$ cat src/hw/rtl/char_lcd_nibble_sequencer_defines.svh
// assertion macros used by the back end of the lcd sequencer
`ifndef CHAR_LCD_NIBBLE_SEQUENCER_DEFINES_SVH
`define CHAR_LCD_NIBBLE_SEQUENCER_DEFINES_SVH

// property that must hold in the same cycle as its antecedent
`define CLNS_ASSERT_SAME(label, ante, cons, msg) \
  label: assert property (@(posedge clk) disable iff (rst) (ante) |-> (cons)) else $error(msg);

// property whose consequence is checked in the cycle after its antecedent
`define CLNS_ASSERT_NEXT(label, ante, cons, msg) \
  label: assert property (@(posedge clk) disable iff (rst) (ante) |=> (cons)) else $error(msg);

`endif

$ cat src/hw/rtl/clns_pkg.sv
// types, constants and the init step table for the lcd nibble sequencer
package clns_pkg;

  localparam int QUEUE_DEPTH = 2;
  localparam int HOLD_W      = 19;
  localparam int REG_W       = 18;
  localparam int STEP_W      = 5;

  localparam logic [REG_W-1:0] SHORT_HOLD_RESET = 18'd10;
  localparam logic [REG_W-1:0] LONG_HOLD_RESET  = 18'd50000;
  localparam logic [REG_W-1:0] POWER_HOLD_RESET = 18'd100000;

  localparam logic [STEP_W-1:0] INIT_LAST_STEP = 5'd30;

  localparam logic [7:0] CMD_CLEAR    = 8'h01;
  localparam logic [7:0] ROW1_BASE    = 8'h80;
  localparam logic [7:0] ROW2_BASE    = 8'hC0;

  typedef enum logic [2:0] {
    KIND_INIT  = 3'd0,
    KIND_CMD   = 3'd1,
    KIND_CHAR  = 3'd2,
    KIND_MOVE  = 3'd3,
    KIND_CLEAR = 3'd4
  } kind_t;

  typedef enum logic [1:0] {
    REG_SHORT_HOLD = 2'd0,
    REG_LONG_HOLD  = 2'd1,
    REG_POWER_HOLD = 2'd2
  } reg_index_t;

  typedef enum logic [1:0] {
    HS_SHORT,
    HS_LONG,
    HS_POWER,
    HS_SETTLE
  } hold_sel_t;

  typedef enum logic {
    BK_IDLE,
    BK_RUN
  } back_state_t;

  // one queued request as the back end sees it
  typedef struct packed {
    logic       is_init;
    logic       is_clear;
    logic       rs;
    logic [7:0] value;
  } desc_t;

  typedef struct packed {
    logic      [3:0] nib;
    logic            en;
    hold_sel_t       sel;
  } step_t;

  typedef struct packed {
    logic full;
    logic empty;
  } queue_status_t;

  // wake-up, 4-bit function set, clear, function set, mode, display, clear
  function automatic step_t init_step(input logic [STEP_W-1:0] idx);
    step_t s;
    case (idx)
      5'd0:  s = '{4'h3, 1'b0, HS_POWER};
      5'd1:  s = '{4'h3, 1'b1, HS_LONG};
      5'd2:  s = '{4'h3, 1'b0, HS_LONG};
      5'd3:  s = '{4'h3, 1'b0, HS_POWER};
      5'd4:  s = '{4'h3, 1'b1, HS_LONG};
      5'd5:  s = '{4'h3, 1'b0, HS_LONG};
      5'd6:  s = '{4'h3, 1'b0, HS_POWER};
      5'd7:  s = '{4'h3, 1'b1, HS_LONG};
      5'd8:  s = '{4'h3, 1'b0, HS_LONG};
      5'd9:  s = '{4'h2, 1'b1, HS_SHORT};
      5'd10: s = '{4'h2, 1'b0, HS_LONG};
      5'd11: s = '{4'h0, 1'b1, HS_SHORT};
      5'd12: s = '{4'h0, 1'b0, HS_LONG};
      5'd13: s = '{4'h1, 1'b1, HS_SHORT};
      5'd14: s = '{4'h1, 1'b0, HS_SETTLE};
      5'd15: s = '{4'h2, 1'b1, HS_SHORT};
      5'd16: s = '{4'h2, 1'b0, HS_LONG};
      5'd17: s = '{4'h8, 1'b1, HS_SHORT};
      5'd18: s = '{4'h8, 1'b0, HS_LONG};
      5'd19: s = '{4'h0, 1'b1, HS_SHORT};
      5'd20: s = '{4'h0, 1'b0, HS_LONG};
      5'd21: s = '{4'h6, 1'b1, HS_SHORT};
      5'd22: s = '{4'h6, 1'b0, HS_LONG};
      5'd23: s = '{4'h0, 1'b1, HS_SHORT};
      5'd24: s = '{4'h0, 1'b0, HS_LONG};
      5'd25: s = '{4'hC, 1'b1, HS_SHORT};
      5'd26: s = '{4'hC, 1'b0, HS_LONG};
      5'd27: s = '{4'h0, 1'b1, HS_SHORT};
      5'd28: s = '{4'h0, 1'b0, HS_LONG};
      5'd29: s = '{4'h1, 1'b1, HS_SHORT};
      5'd30: s = '{4'h1, 1'b0, HS_SETTLE};
      default: s = '{4'h0, 1'b0, HS_LONG};
    endcase
    return s;
  endfunction

endpackage

$ cat src/hw/rtl/clns_front.sv
// front end: takes requests, drops those with no output, builds descriptors
module clns_front
  import clns_pkg::*;
(
  input  logic          s_tvalid,
  output logic          s_tready,
  input  logic [2:0]    s_tuser,   // kind
  input  logic [15:0]   s_tdata,   // byte_value[7:0], row[9:8], column[15:10]
  input  queue_status_t q_status,
  output logic          push,
  output desc_t         push_desc
);

  logic [7:0] byte_value;
  logic [1:0] row;
  logic [5:0] column;
  logic [7:0] move_base;
  logic       keep;

  assign byte_value = s_tdata[7:0];
  assign row        = s_tdata[9:8];
  assign column     = s_tdata[15:10];

  assign s_tready = !q_status.full;

  assign move_base = (row == 2'd1) ? ROW1_BASE : ROW2_BASE;

  always_comb begin
    keep      = 1'b1;
    push_desc = '{1'b0, 1'b0, 1'b0, 8'h00};
    case (s_tuser)
      KIND_INIT: begin
        push_desc.is_init = 1'b1;
      end
      KIND_CMD: begin
        push_desc.value = byte_value;
      end
      KIND_CHAR: begin
        push_desc.rs    = 1'b1;
        push_desc.value = byte_value;
      end
      KIND_MOVE: begin
        // address wraps in 8 bits, column counted from 1
        keep            = (row == 2'd1) || (row == 2'd2);
        push_desc.value = move_base + {2'b00, column} - 8'd1;
      end
      KIND_CLEAR: begin
        push_desc.is_clear = 1'b1;
        push_desc.value    = CMD_CLEAR;
      end
      default: begin
        keep = 1'b0;
      end
    endcase
  end

  assign push = s_tvalid && s_tready && keep;

endmodule

$ cat src/hw/rtl/clns_queue.sv
// short request queue between the front end and the step sequencer
module clns_queue
  import clns_pkg::*;
(
  input  logic          clk,
  input  logic          rst,
  input  logic          push,
  input  desc_t         push_desc,
  input  logic          pop,
  output desc_t         head,
  output queue_status_t status
);

  localparam int PTR_W = (QUEUE_DEPTH > 1) ? $clog2(QUEUE_DEPTH) : 1;
  localparam int CNT_W = $clog2(QUEUE_DEPTH + 1);

  desc_t            entries [QUEUE_DEPTH];
  logic [PTR_W-1:0] wr_ptr;
  logic [PTR_W-1:0] rd_ptr;
  logic [CNT_W-1:0] count;

  function automatic logic [PTR_W-1:0] ptr_inc(input logic [PTR_W-1:0] p);
    return (p == PTR_W'(QUEUE_DEPTH - 1)) ? '0 : p + PTR_W'(1);
  endfunction

  always_ff @(posedge clk) begin
    if (push) begin
      entries[wr_ptr] <= push_desc;
    end
  end

  always_ff @(posedge clk) begin
    if (rst) begin
      wr_ptr <= '0;
      rd_ptr <= '0;
      count  <= '0;
    end else begin
      if (push) begin
        wr_ptr <= ptr_inc(wr_ptr);
      end
      if (pop) begin
        rd_ptr <= ptr_inc(rd_ptr);
      end
      if (push && !pop) begin
        count <= count + CNT_W'(1);
      end else if (pop && !push) begin
        count <= count - CNT_W'(1);
      end
    end
  end

  assign head         = entries[rd_ptr];
  assign status.full  = (count == CNT_W'(QUEUE_DEPTH));
  assign status.empty = (count == '0);

endmodule

$ cat src/hw/rtl/clns_back.sv
// back end: walks the pin-state steps of one request into the output register
module clns_back
  import clns_pkg::*;
(
  input  logic              clk,
  input  logic              rst,
  input  queue_status_t     q_status,
  input  desc_t             head,
  output logic              pop,
  input  logic [REG_W-1:0]  short_hold,
  input  logic [REG_W-1:0]  long_hold,
  input  logic [REG_W-1:0]  power_hold,
  output logic              m_tvalid,
  input  logic              m_tready,
  output logic [31:0]       m_tdata,   // reg_select[0], nibble[4:1], enable[5], hold[24:6]
  output logic              m_tlast
);

`include "char_lcd_nibble_sequencer_defines.svh"

  back_state_t       state;
  back_state_t       state_next;
  desc_t             desc;
  logic [STEP_W-1:0] step;
  step_t             cur;
  logic              step_last;
  logic              emit;
  logic [HOLD_W-1:0] hold_value;

  always_comb begin
    if (desc.is_init) begin
      cur = init_step(step);
    end else begin
      cur.nib = step[1] ? desc.value[3:0] : desc.value[7:4];
      cur.en  = !step[0];
      if (!step[0]) begin
        cur.sel = HS_SHORT;
      end else if (desc.is_clear && step[1]) begin
        cur.sel = HS_SETTLE;
      end else begin
        cur.sel = HS_LONG;
      end
    end
  end

  assign step_last = desc.is_init ? (step == INIT_LAST_STEP) : (step[1:0] == 2'd3);

  always_comb begin
    case (cur.sel)
      HS_SHORT:  hold_value = {1'b0, short_hold};
      HS_LONG:   hold_value = {1'b0, long_hold};
      HS_POWER:  hold_value = {1'b0, power_hold};
      HS_SETTLE: hold_value = {1'b0, long_hold} + {1'b0, short_hold};
      default:   hold_value = {1'b0, long_hold};
    endcase
  end

  always_comb begin
    state_next = state;
    case (state)
      BK_IDLE: begin
        if (!q_status.empty) begin
          state_next = BK_RUN;
        end
      end
      BK_RUN: begin
        if (emit && step_last) begin
          state_next = BK_IDLE;
        end
      end
      default: state_next = BK_IDLE;
    endcase
  end

  always_comb begin
    pop  = (state == BK_IDLE) && !q_status.empty;
    emit = (state == BK_RUN) && (!m_tvalid || m_tready);
  end

  always_ff @(posedge clk) begin
    if (rst) begin
      state    <= BK_IDLE;
      step     <= '0;
      m_tvalid <= 1'b0;
    end else begin
      state <= state_next;
      if (pop) begin
        step <= '0;
      end else if (emit) begin
        step <= step + STEP_W'(1);
      end
      if (emit) begin
        m_tvalid <= 1'b1;
      end else if (m_tready) begin
        m_tvalid <= 1'b0;
      end
    end
  end

  always_ff @(posedge clk) begin
    if (pop) begin
      desc <= head;
    end
    if (emit) begin
      m_tdata <= {7'b0, hold_value, cur.en, cur.nib, desc.rs};
      m_tlast <= step_last;
    end
  end

  `CLNS_ASSERT_SAME(a_pop_idle, pop, state == BK_IDLE, "queue popped while a run is active")
  `CLNS_ASSERT_SAME(a_byte_steps, (state == BK_RUN) && !desc.is_init, step[4:2] == 3'd0,
                    "byte run beyond four steps")
  `CLNS_ASSERT_NEXT(a_last_ends, emit && step_last, state == BK_IDLE,
                    "run did not end on last step")
  `CLNS_ASSERT_NEXT(a_step_adv, emit && !step_last, step == $past(step) + STEP_W'(1),
                    "step counter did not advance")

endmodule

$ cat src/hw/rtl/char_lcd_nibble_sequencer.sv
// top level of the 4-bit character lcd nibble sequencer
// path: a taken request goes into a queue entry, then the back end descriptor register, then m_tdata
// throughput: one pin state per cycle while m_tready is not held low; between runs the back end
//   spends an idle state popping the next request, and its step counter sets the run length
// a two-entry queue lets further requests be taken while a run is being played out
// reset: queue and sequencer empty, no output valid, holds 10, 50000 and 100000 units
module char_lcd_nibble_sequencer
  import clns_pkg::*;
(
  input  logic              clk,
  input  logic              rst,
  input  logic              s_tvalid,
  output logic              s_tready,
  input  logic [2:0]        s_tuser,   // kind
  input  logic [15:0]       s_tdata,   // byte_value[7:0], row[9:8], column[15:10]
  output logic              m_tvalid,
  input  logic              m_tready,
  output logic [31:0]       m_tdata,   // reg_select[0], nibble[4:1], enable[5], hold[24:6]
  output logic              m_tlast,
  input  logic              cfg_we,
  input  logic [1:0]        cfg_index,
  input  logic [REG_W-1:0]  cfg_data
);

  logic [REG_W-1:0] short_hold;
  logic [REG_W-1:0] long_hold;
  logic [REG_W-1:0] power_hold;
  queue_status_t    q_status;
  logic             push;
  logic             pop;
  desc_t            push_desc;
  desc_t            head;

  always_ff @(posedge clk) begin
    if (rst) begin
      short_hold <= SHORT_HOLD_RESET;
      long_hold  <= LONG_HOLD_RESET;
      power_hold <= POWER_HOLD_RESET;
    end else if (cfg_we) begin
      case (cfg_index)
        REG_SHORT_HOLD: short_hold <= cfg_data;
        REG_LONG_HOLD:  long_hold  <= cfg_data;
        REG_POWER_HOLD: power_hold <= cfg_data;
        default: ;
      endcase
    end
  end

  clns_front u_front (
    .s_tvalid  (s_tvalid),
    .s_tready  (s_tready),
    .s_tuser   (s_tuser),
    .s_tdata   (s_tdata),
    .q_status  (q_status),
    .push      (push),
    .push_desc (push_desc)
  );

  clns_queue u_queue (
    .clk       (clk),
    .rst       (rst),
    .push      (push),
    .push_desc (push_desc),
    .pop       (pop),
    .head      (head),
    .status    (q_status)
  );

  clns_back u_back (
    .clk        (clk),
    .rst        (rst),
    .q_status   (q_status),
    .head       (head),
    .pop        (pop),
    .short_hold (short_hold),
    .long_hold  (long_hold),
    .power_hold (power_hold),
    .m_tvalid   (m_tvalid),
    .m_tready   (m_tready),
    .m_tdata    (m_tdata),
    .m_tlast    (m_tlast)
  );

endmodule
$ cat config.mk
export PLATFORM = sky130hd
export DESIGN_NAME = char_lcd_nibble_sequencer
export DESIGN_NICKNAME = d
export VERILOG_FILES = /design/src/hw/rtl/clns_pkg.sv /design/src/hw/rtl/clns_front.sv /design/src/hw/rtl/clns_queue.sv /design/src/hw/rtl/clns_back.sv /design/src/hw/rtl/char_lcd_nibble_sequencer.sv
export VERILOG_INCLUDE_DIRS = /design/src /design/src/hw/rtl
export SDC_FILE = /design/constraint.sdc
export NUM_CORES = 1
export LEC_CHECK = 0
export BUFFER_PORTS_ARGS = -buffer_cell sky130_fd_sc_hd__buf_4
export CAP_MARGIN = 5
export CORE_ASPECT_RATIO = 0.5
export CORE_MARGIN = 2
export CORE_UTILIZATION = 45
export DETAILED_ROUTE_END_ITERATION = 8
export HOLD_SLACK_MARGIN = 0.08
export PLACE_DENSITY = 0.71
export SLEW_MARGIN = 20
export SYNTH_ARGS = -nofsm -noshare
export SYNTH_HDL_FRONTEND = slang
export SYNTH_SLANG_ARGS = --single-unit
$ cat constraint.sdc
create_clock -name clk -period 3.7 [get_ports clk]
set_input_delay 1.11 -clock clk [delete_from_list [all_inputs] [get_ports clk]]
set_output_delay 1.11 -clock clk [all_outputs]
set_load 0.03 [all_outputs]
==> flow_metrics.py, run 1 <==
metrics = {
    "run_status": {
        "status": "completed",
    },
    "clocking": {
        "htree_num_levels": 4,
        "clk_latency_ps": 420,
        "numCtsBuffers": 17,
        "postCtsSetupRepairBufs": 0,
        "cts_sinks": 131,
        "clkTransAtPathRegs_ps": 70,
        "root_buffer": "clkbuf_16",
        "cts_hold_buf": 0,
        "cts_tree": "done",
        "clock_path_buffers": 2,
        "postCtsResizedCells": 0,
    },
    "setup_path": {
        "critPathArrivalTime_ps": 3060,
        "rr_endpoint": "u_back.m_tdata[17]$_DFFE_PP_",
        "cp_common_cell": "nor2_1",
        "r2r_cells": 6,
        "cpMaxStageDelayCell": "a211oi_1",
        "max_stage_delay_ps": 580,
        "timing.rr.start": "u_back.desc[10]$_DFFE_PP_",
        "cp-start-kind": "primary input",
        "crit_required_ps": 4010,
        "crit_fanout": 7,
        "crit_buf_inv": 1,
        "cp_top_family": "compound AO/OA/AOI/OAI gates",
        "path_class": "in2reg",
        "rrSetupSlack_ps": 1020,
        "path_cells": "buf_4 > nor2b_2 > nor2_2 > a211oi_1 > ha_1 > nor2_1 > a22oi_1 > nor2_1 > a211o_1",
        "end_kind": "register",
    },
    "logic_synthesis": {
        "synth_area_sq_um": 6730,
        "yosys.area.top_type": "edfxtp_1",
        "ys.flop_type": "dfxtp_1",
        "ys_ff_latch": 131,
        "synthDistinctLibCells": 72,
        "yosysMostFrequentCell": "nand2_1",
        "synthAdderAreaFrac_pct": 5.88,
        "synth_xor_area_share_pct": 3.11,
        "synthMuxAreaShare_pct": 4.50,
        "synthArstFlopShare_pct": 0,
        "synth_edf_count": 59,
        "synth-simple-area-share_pct": 20.4,
        "synth_top_cell_area_share_pct": 26.3,
        "syn_inst": 727,
        "synth_top_cells_by_count": "170 x nand2_1, 75 x a21oi_1, 72 x dfxtp_1",
        "synth_top_family_by_area": "simple AND/OR/NAND/NOR gates",
        "ys_warn_count": 0,
        "yosysSeqAreaShare_pct": 47.8,
        "synth-compound-area-share_pct": 14.3,
        "yosys-top-cells-area": "edfxtp_1 26%, dfxtp_1 21%, nand2_1 9.5%, a21oi_1 5.6%, ha_1 5.6%",
        "syn_avg_cell_area_sq_um": 9.25,
    },
    "sta": {
        "fmax_mhz": 364,
        "setup_violations": 0,
        "period_share_pct": 74.3,
        "min_period_ps": 2750,
        "tightestPinTransition_ps": 864,
        "worst_slack_ps": 949,
        "setup_tns_ps": 0,
        "max_slew_margin_pct": 42.2,
        "rsz0062_at_grt": "false",
        "final.setup_skew_ps": 6.50,
        "slew_viol_final": 0,
        "hold_viol": 0,
    },
    "global_routing": {
        "grt_max_degree": 56,
        "grt.overflow.total": 0,
        "antenna_found_initial": 0,
        "first_global_vias": 4943,
        "grt_pass1_wl_mm": 24.9,
        "grt_usage_pct": 19.8,
    },
    "floorplanning": {
        "die_h_microns": 90.4,
        "ios": 79,
        "dieArea_sq_um": 16000,
        "initial_core_util_pct": 46.2,
        "die_w_microns": 177,
        "rows": 31,
        "coreArea_sq_um": 14500,
    },
    "drt": {
        "detail-route-antenna-nets": 0,
        "drc_errors": 0,
        "viasPerCell": 5.38,
        "drt-pass1-iter-count": 5,
        "wl_mm": 15.5,
        "drt-wirelength-per-cell_microns": 15.4,
        "vias": 5416,
        "drt_iter0_markers": 382,
    },
    "finish": {
        "layout-drive-gt1-share_pct": 17.9,
        "fin_util_pct": 55.3,
        "n_antenna_cell": 0,
        "layout.nets": 871,
        "area_growth_syn_to_layout_pct": 19.7,
    },
    "placed_design": {
        "place_congestion": 0.888,
        "io_buffers": 71,
        "place_ws_ps": 552,
        "dp_hpwl_mm": 10.8,
    },
    "power": {
        "p_per_area_nw_per_um2": 633,
        "ir_worst_vdd_uv": 419,
        "leakagePower_nw": 3.19,
    },
    "flow_run": {
        "drv_cap": 0,
    },
    "min_path": {
        "hp-class": "reg2reg",
        "min_from": "u_back.desc[8]$_DFFE_PP_",
        "hold_path_end": "u_back.m_tdata[0]$_DFFE_PP_",
        "whs_path_depth": 0,
    },
}
==> sequential cells by signal, summed over array words and instances, names as in the netlist, named ones only <==
register	flops
u_back.m_tdata	25
u_queue.entries	22
u_queue.count	2
short_hold	18
u_back.m_tlast	1
u_back.desc	11
u_back.m_tvalid	1
long_hold	18
u_back.state	1
u_back.step	5
u_queue.wr_ptr	1
u_queue.rd_ptr	1
power_hold	18
==> area by class of cell <==
type / instances / area (sq um)
inverter: 23 / 91.3
multi-input combinational: 540 / 3270
clock inverter: 15 / 183
timing repair buffer: 83 / 623
sequential: 131 / 3210
tap: 198 / 248
clock buffer: 17 / 425
fill: 1270 / 6490
==> cells by family after synthesis <==
logic type | after synthesis
compound gates | 155
xor+xnor | 23
fa+ha+maj | 31
buf+inv | 62
flops | 131
mux | 27
other cells | 1
simple gates | 297
==> power breakdown <==
part           switching, W  internal (W)  total [W]
sequential         0.000142       0.00184    0.00198
clock              0.000725      0.000970    0.00170
combinational      0.000897      0.000526    0.00142
==> routing by layer <==
layer  global-route usage, %  wire [microns]  vias to the layer above
met3                    3.54            1020                       22
met5                       0               0                        -
met2                    31.3            6940                      189
met1                    27.2            7350                     2515
met4                    7.16             240                        0
li1                        -               -                     2690
==> layout by cell type (no fill, tap or decap), types with 8 or more instances in the layout <==
cell / n
a21oi_1: 75
a31oi_1: 10
and3_1: 8
buf_4: 83
clkbuf_16: 17
dfxtp_1: 72
edfxtp_1: 59
ha_1: 30
inv_1: 19
mux2_2: 13
mux2i_1: 12
nand2_1: 170
nand3_1: 16
nand3b_1: 16
nor2_1: 33
nor3_1: 14
o21ai_0: 8
o21ai_1: 8
xnor2_1: 12
xor2_1: 10
==> per-stage QoR <==
stage	power [W]	area, sq um	cells	hold slack [ps]
global route	0.00535	8050	1007	454
global placement	0.00339	7440	975	406
CTS	0.00512	8050	1007	429
floorplan	0.00294	6750	733	400
detailed placement	0.00342	7440	975	412
finish	0.00510	8050	1007	431
==> worst max path at each step <==
| stage | startpoint | endpoint | slack [ps] | cells past startpoint |
|---|---|---|---|---|
| floorplan | m_tready | register | 300 | 9 |
| global placement | m_tready | register | 640 | 9 |
| CTS | m_tready | register | 1010 | 9 |
| detailed placement | m_tready | register | 550 | 9 |
| finish | m_tready | register | 950 | 9 |
| global route | m_tready | register | 830 | 9 |
(Power assumes the default switching activity.)
==> run 2, diff against run 1 <==
PLACE_DENSITY = 0.68   (was 0.71)
clock period = 2.75 ns   (was 3.7 ns; I/O delays follow)
==> run 2 against run 1 <==
Setup slack worse by 680 ps. Critical path depth is the same. Utilization is 0.69 points higher. Critical path type is now reg2reg. Largest cell class unchanged. Largest power group unchanged.
==> flow_metrics.py, run 2 (synthesis results as in run 1) <==
metrics = {
    "global_routing": {
        "first_global_vias": 5299,
        "grt_max_degree": 57,
        "grt_pass1_wl_mm": 26.7,
        "grt_usage_pct": 21.1,
        "busiest_layer": "met2",
        "met3_usage_pct": 4.97,
        "grt_util_met1_pct": 29.0,
        "grt.overflow.total": 0,
        "antenna_found_initial": 0,
        "use_met2_pct": 33.3,
    },
    "setup_path": {
        "end_kind": "register",
        "r2r_cells": 9,
        "cpMaxStageDelayCell": "fa_1",
        "crit_required_ps": 2880,
        "path_class": "reg2reg",
        "critPathArrivalTime_ps": 2610,
        "crit_fanout": 3,
        "cp-start-kind": "register",
        "max_stage_delay_ps": 410,
        "path_cells": "ha_1 > inv_1 > fa_1 > nor2b_1 > o2111ai_1 > and2_1 > o21ai_0 > xnor2_1 > o221ai_1",
    },
    "clocking": {
        "numCtsBuffers": 17,
        "clkTransAtPathRegs_ps": 60,
        "clock_path_buffers": 2,
        "clk_latency_ps": 420,
        "root_buffer": "clkbuf_16",
        "postCtsSetupRepairBufs": 0,
        "htree_num_levels": 4,
        "postCtsResizedCells": 0,
        "cts_sinks": 131,
        "cts_tree": "done",
        "cts_hold_buf": 0,
    },
    "floorplanning": {
        "ios": 79,
        "rows": 31,
        "dieArea_sq_um": 16000,
        "initial_core_util_pct": 46.2,
        "die_h_microns": 90.4,
        "die_w_microns": 177,
        "coreArea_sq_um": 14500,
    },
    "drt": {
        "drt-wirelength-per-cell_microns": 15.8,
        "detail-route-antenna-nets": 0,
        "vias": 5439,
        "wl_mm": 16.1,
        "drt_iter0_markers": 360,
        "drt-pass1-iter-count": 5,
        "drc_errors": 0,
        "viasPerCell": 5.35,
    },
    "placed_design": {
        "dpl_cell_area_sq_um": 7530,
        "io_buffers": 71,
        "place_congestion": 0.932,
        "dp_hpwl_mm": 11.3,
    },
    "sta": {
        "hold_viol": 0,
        "setup_tns_ps": 0,
        "tightestPinTransition_ps": 654,
        "max_slew_margin_pct": 56.4,
        "whs_ps": 422,
        "rsz0062_at_grt": "false",
        "setup_violations": 0,
        "min_period_ps": 2480,
        "final.setup_skew_ps": 13.7,
        "slew_viol_final": 0,
        "period_share_pct": 90.1,
        "fmax_mhz": 404,
    },
    "power": {
        "power_frac_clock_pct": 34.0,
        "comb_power_share_pct": 28.5,
        "p_per_area_nw_per_um2": 859,
        "p_int_w": 0.00466,
        "ir_worst_vdd_uv": 465,
        "p_sw_w": 0.00234,
        "switching_share_pct": 33.4,
        "sequentialPowerShare_pct": 37.5,
        "leakagePower_nw": 3.25,
    },
    "min_path": {
        "hp-class": "reg2reg",
        "whs_path_depth": 0,
    },
    "finish": {
        "layout_common_cells": "170 x nand2_1, 93 x buf_4, 75 x a21oi_1",
        "layout-drive-gt1-share_pct": 19.0,
        "n_antenna_cell": 0,
        "design_area_sq_um": 8150,
        "largest_register_ffs": 25,
        "regMostFlops": "u_back.m_tdata",
        "layout_commonest_cell": "nand2_1",
        "layout.nets": 881,
        "area_growth_syn_to_layout_pct": 21.2,
        "reg_top3": "u_back.m_tdata: 25 flops, u_queue.entries: 22 flops",
    },
    "run_status": {
        "status": "completed",
    },
    "flow_run": {
        "drv_cap": 0,
    },
}
## run 2: changes by cell type in the layout (fill, tap and decap cells not counted), sizes merged
| cell | change |
|---|---|
| bufinv | +2 |
| buf | +10 |
| inv | -5 |
| clkinv | +3 |
## run 2: power groups by stage
stage / clock, W / sequential [W] / combinational (W)
6_report: 0.00238 / 0.00262 / 0.00200
5_1_grt: 0.00250 / 0.00266 / 0.00218
4_1_cts: 0.00241 / 0.00263 / 0.00200
3_5_place_dp: 0 / 0.00267 / 0.00199
3_3_place_gp: 0 / 0.00266 / 0.00195
2_1_floorplan: 0 / 0.00287 / 0.00109
## run 2: layer usage
layer / vias up / share of wire [%]
met5: - / 0
met4: 0 / 1.0
met3: 17 / 6.3
met2: 150 / 45
met1: 2555 / 48
li1: 2717 / -
## run 2: worst paths after layout
check                        startpoint                      endpoint  slack (ps)
max          short_hold[0]$_SDFFE_PP0P_  u_back.m_tdata[14]$_DFFE_PP_         270
min            u_back.desc[8]$_DFFE_PP_   u_back.m_tdata[0]$_DFFE_PP_         420
max reg2reg  short_hold[0]$_SDFFE_PP0P_  u_back.m_tdata[14]$_DFFE_PP_         270
min reg2reg    u_back.desc[8]$_DFFE_PP_   u_back.m_tdata[0]$_DFFE_PP_         420
## run 2: critical path, delay by kind of cell (launching register included)
kind	cells	cell delay (ps)
xor+xnor	1	150
buf+inv	1	60
compound gates	3	560
fa+ha+maj	2	610
flops	1	370
simple gates	2	430
## run 2: cell type report
| type | instances | area (sq um) |
|---|---|---|
| multi-input combinational | 540 | 3280 |
| timing repair buffer | 93 | 698 |
| clock buffer | 17 | 425 |
| fill | 1302 | 6390 |
| sequential | 131 | 3210 |
| clock inverter | 15 | 198 |
| tap | 198 | 248 |
| inverter | 23 | 91.3 |
## run 2: through the flow
| step | util, % | instances | setup slack (ps) | power [W] |
|---|---|---|---|---|
| 2_1_floorplan | - | 733 | 78.5 | 0.00396 |
| 3_3_place_gp | 51.8 | 985 | 145 | 0.00461 |
| 3_5_place_dp | 51.8 | 985 | 37.3 | 0.00465 |
| 4_1_cts | 56.0 | 1017 | 286 | 0.00704 |
| 5_1_grt | 56.0 | 1017 | 90.4 | 0.00734 |
| 6_report | 56.0 | 1017 | 273 | 0.00700 |
==> run 3, diff against run 2 <==
CELL_PAD_IN_SITES_DETAIL_PLACEMENT = 1   (was default)
CELL_PAD_IN_SITES_GLOBAL_PLACEMENT = 2   (was default)
CORE_UTILIZATION = 36   (was 45)
PLACE_DENSITY = 0.83   (was 0.68)
==> run 3 against run 2 <==
Cell area increased by 0.43%. Sequential share of layout area decreased by 0.17 points. First-iteration DRC count decreased by 8.3%. Utilization decreased by 11 points. Non-clock buffer count increased by 3. Die area increased by 24%. Hold slack improved by 21 ps. Clock skew decreased by 4.7 ps.
==> flow_metrics.py, run 3 (synthesis results as in run 1) <==
metrics = {
    "run_status": {
        "status": "completed",
    },
    "finish": {
        "n_fill_cell": 2116,
        "layout-drive-gt1-share_pct": 19.2,
        "area_growth_syn_to_layout_pct": 21.7,
        "regMostFlops": "u_back.m_tdata",
        "layout_commonest_cell": "nand2_1",
        "reg_top3": "u_back.m_tdata: 25 flops, u_queue.entries: 22 flops",
        "layout_common_cells": "170 x nand2_1, 96 x buf_4, 75 x a21oi_1",
        "largest_register_ffs": 25,
        "design_area_sq_um": 8190,
        "layout.nets": 884,
        "n_antenna_cell": 0,
    },
    "sta": {
        "hold_viol": 0,
        "final.setup_skew_ps": 9.06,
        "max_slew_margin_pct": 60.3,
        "worst_slack_ps": 267,
        "whs_ps": 443,
        "slew_viol_final": 0,
        "period_share_pct": 90.3,
        "setup_tns_ps": 0,
        "rsz0062_at_grt": "false",
        "fmax_mhz": 403,
        "tightestPinTransition_ps": 594,
        "setup_violations": 0,
        "min_period_ps": 2480,
    },
    "power": {
        "leakagePower_nw": 3.25,
        "ir_worst_vdd_uv": 360,
        "p_per_area_nw_per_um2": 854,
        "fin_total_pwr_w": 0.00699,
    },
    "setup_path": {
        "critPathArrivalTime_ps": 2630,
        "rr_endpoint": "u_back.m_tdata[14]$_DFFE_PP_",
        "startpoint": "long_hold[0]$_SDFFE_PP0P_",
        "path_class": "reg2reg",
        "crit_required_ps": 2900,
        "cp-start-kind": "register",
        "rrSetupSlack_ps": 270,
        "timing.rr.start": "long_hold[0]$_SDFFE_PP0P_",
        "crit_fanout": 3,
        "r2r_cells": 9,
        "end_kind": "register",
    },
    "clocking": {
        "clkTransAtPathRegs_ps": 60,
        "cts_tree": "done",
        "clk_latency_ps": 420,
        "htree_num_levels": 4,
        "postCtsSetupRepairBufs": 0,
        "cts_hold_buf": 0,
        "postCtsResizedCells": 0,
        "numCtsBuffers": 17,
        "root_buffer": "clkbuf_16",
        "cts_sinks": 131,
        "clock_path_buffers": 2,
    },
    "drt": {
        "detail-route-antenna-nets": 0,
        "viasPerCell": 5.20,
        "drc_errors": 0,
        "wl_mm": 19.2,
        "drt-pass1-iter-count": 4,
        "drt_iter0_markers": 330,
        "drt-wirelength-per-cell_microns": 18.0,
        "vias": 5526,
    },
    "global_routing": {
        "antenna_found_initial": 0,
        "grt_pass1_wl_mm": 31.3,
        "grt_usage_pct": 20.4,
        "first_global_vias": 5808,
        "grt_max_degree": 47,
        "grt.overflow.total": 0,
    },
    "floorplanning": {
        "ios": 79,
        "dieArea_sq_um": 19900,
        "rows": 35,
        "initial_core_util_pct": 36.7,
        "die_h_microns": 101,
        "die_w_microns": 197,
        "coreArea_sq_um": 18300,
    },
    "min_path": {
        "hold_path_end": "u_back.m_tdata[0]$_DFFE_PP_",
        "min_from": "u_back.desc[8]$_DFFE_PP_",
        "hp-class": "reg2reg",
        "whs_path_depth": 0,
    },
    "placed_design": {
        "dp_hpwl_mm": 13.2,
        "place_congestion": 0.895,
        "dpl_cell_area_sq_um": 7600,
        "io_buffers": 71,
        "place_ws_ps": 16.2,
    },
    "flow_run": {
        "drv_cap": 0,
    },
}
[run 3: worst max path at each step]
stage                                   end  slack (ps)  cells after the start
2_1_floorplan                      register          80                      9
3_5_place_dp                       register          20                      9
5_1_grt        u_back.m_tdata[14]$_DFFE_PP_         120                      9
6_report       u_back.m_tdata[14]$_DFFE_PP_         270                      9
3_3_place_gp                       register          70                      9
4_1_cts        u_back.m_tdata[14]$_DFFE_PP_         290                      9
[run 3: power breakdown]
part,total [W],switching [W],internal (W)
Clock,0.00227,0.000924,0.00135
Combinational,0.00206,0.00131,0.000756
Sequential,0.00265,0.000183,0.00247
Total,0.00699,0.00241,0.00458
[run 3: area by class of cell]
type                    instances  area, sq um  share of cell area [%]
clock inverters                14          154                    1.88
clock buffers                  18          429                    5.24
multi-input cells             540         3280                    40.0
inverters                      23         91.3                    1.12
well taps                     240          300                    3.67
repair buffers                 96          721                    8.80
flip-flops and latches        131         3210                    39.3
[run 3: routing by layer]
metal  vias up  global-route usage (%)  wire, microns  part of all wire, %
met5         -                       0              0                    0
li1       2718                       -              -                    -
met4         0                    6.48            248                  1.3
met3        19                    2.84            465                  2.4
met2        77                    35.3           9130                   48
met1      2712                    26.6           9330                   49
[run 3: per-stage QoR]
stage	utilization [%]	instances
floorplan	-	733
global placement	41.4	1030
detailed placement	41.4	1030
CTS	44.6	1062
global route	44.6	1062
finish	44.6	1062
[run 3: critical path, stage by stage, from the launching register on]
cell and delay [ps]:
dfxtp_1 360, ha_1 190, inv_1 60, fa_1 370, nor2b_1 270, o2111ai_1 220, and2_1 260, o21ai_0 210
xnor2_1 140, o221ai_1 140
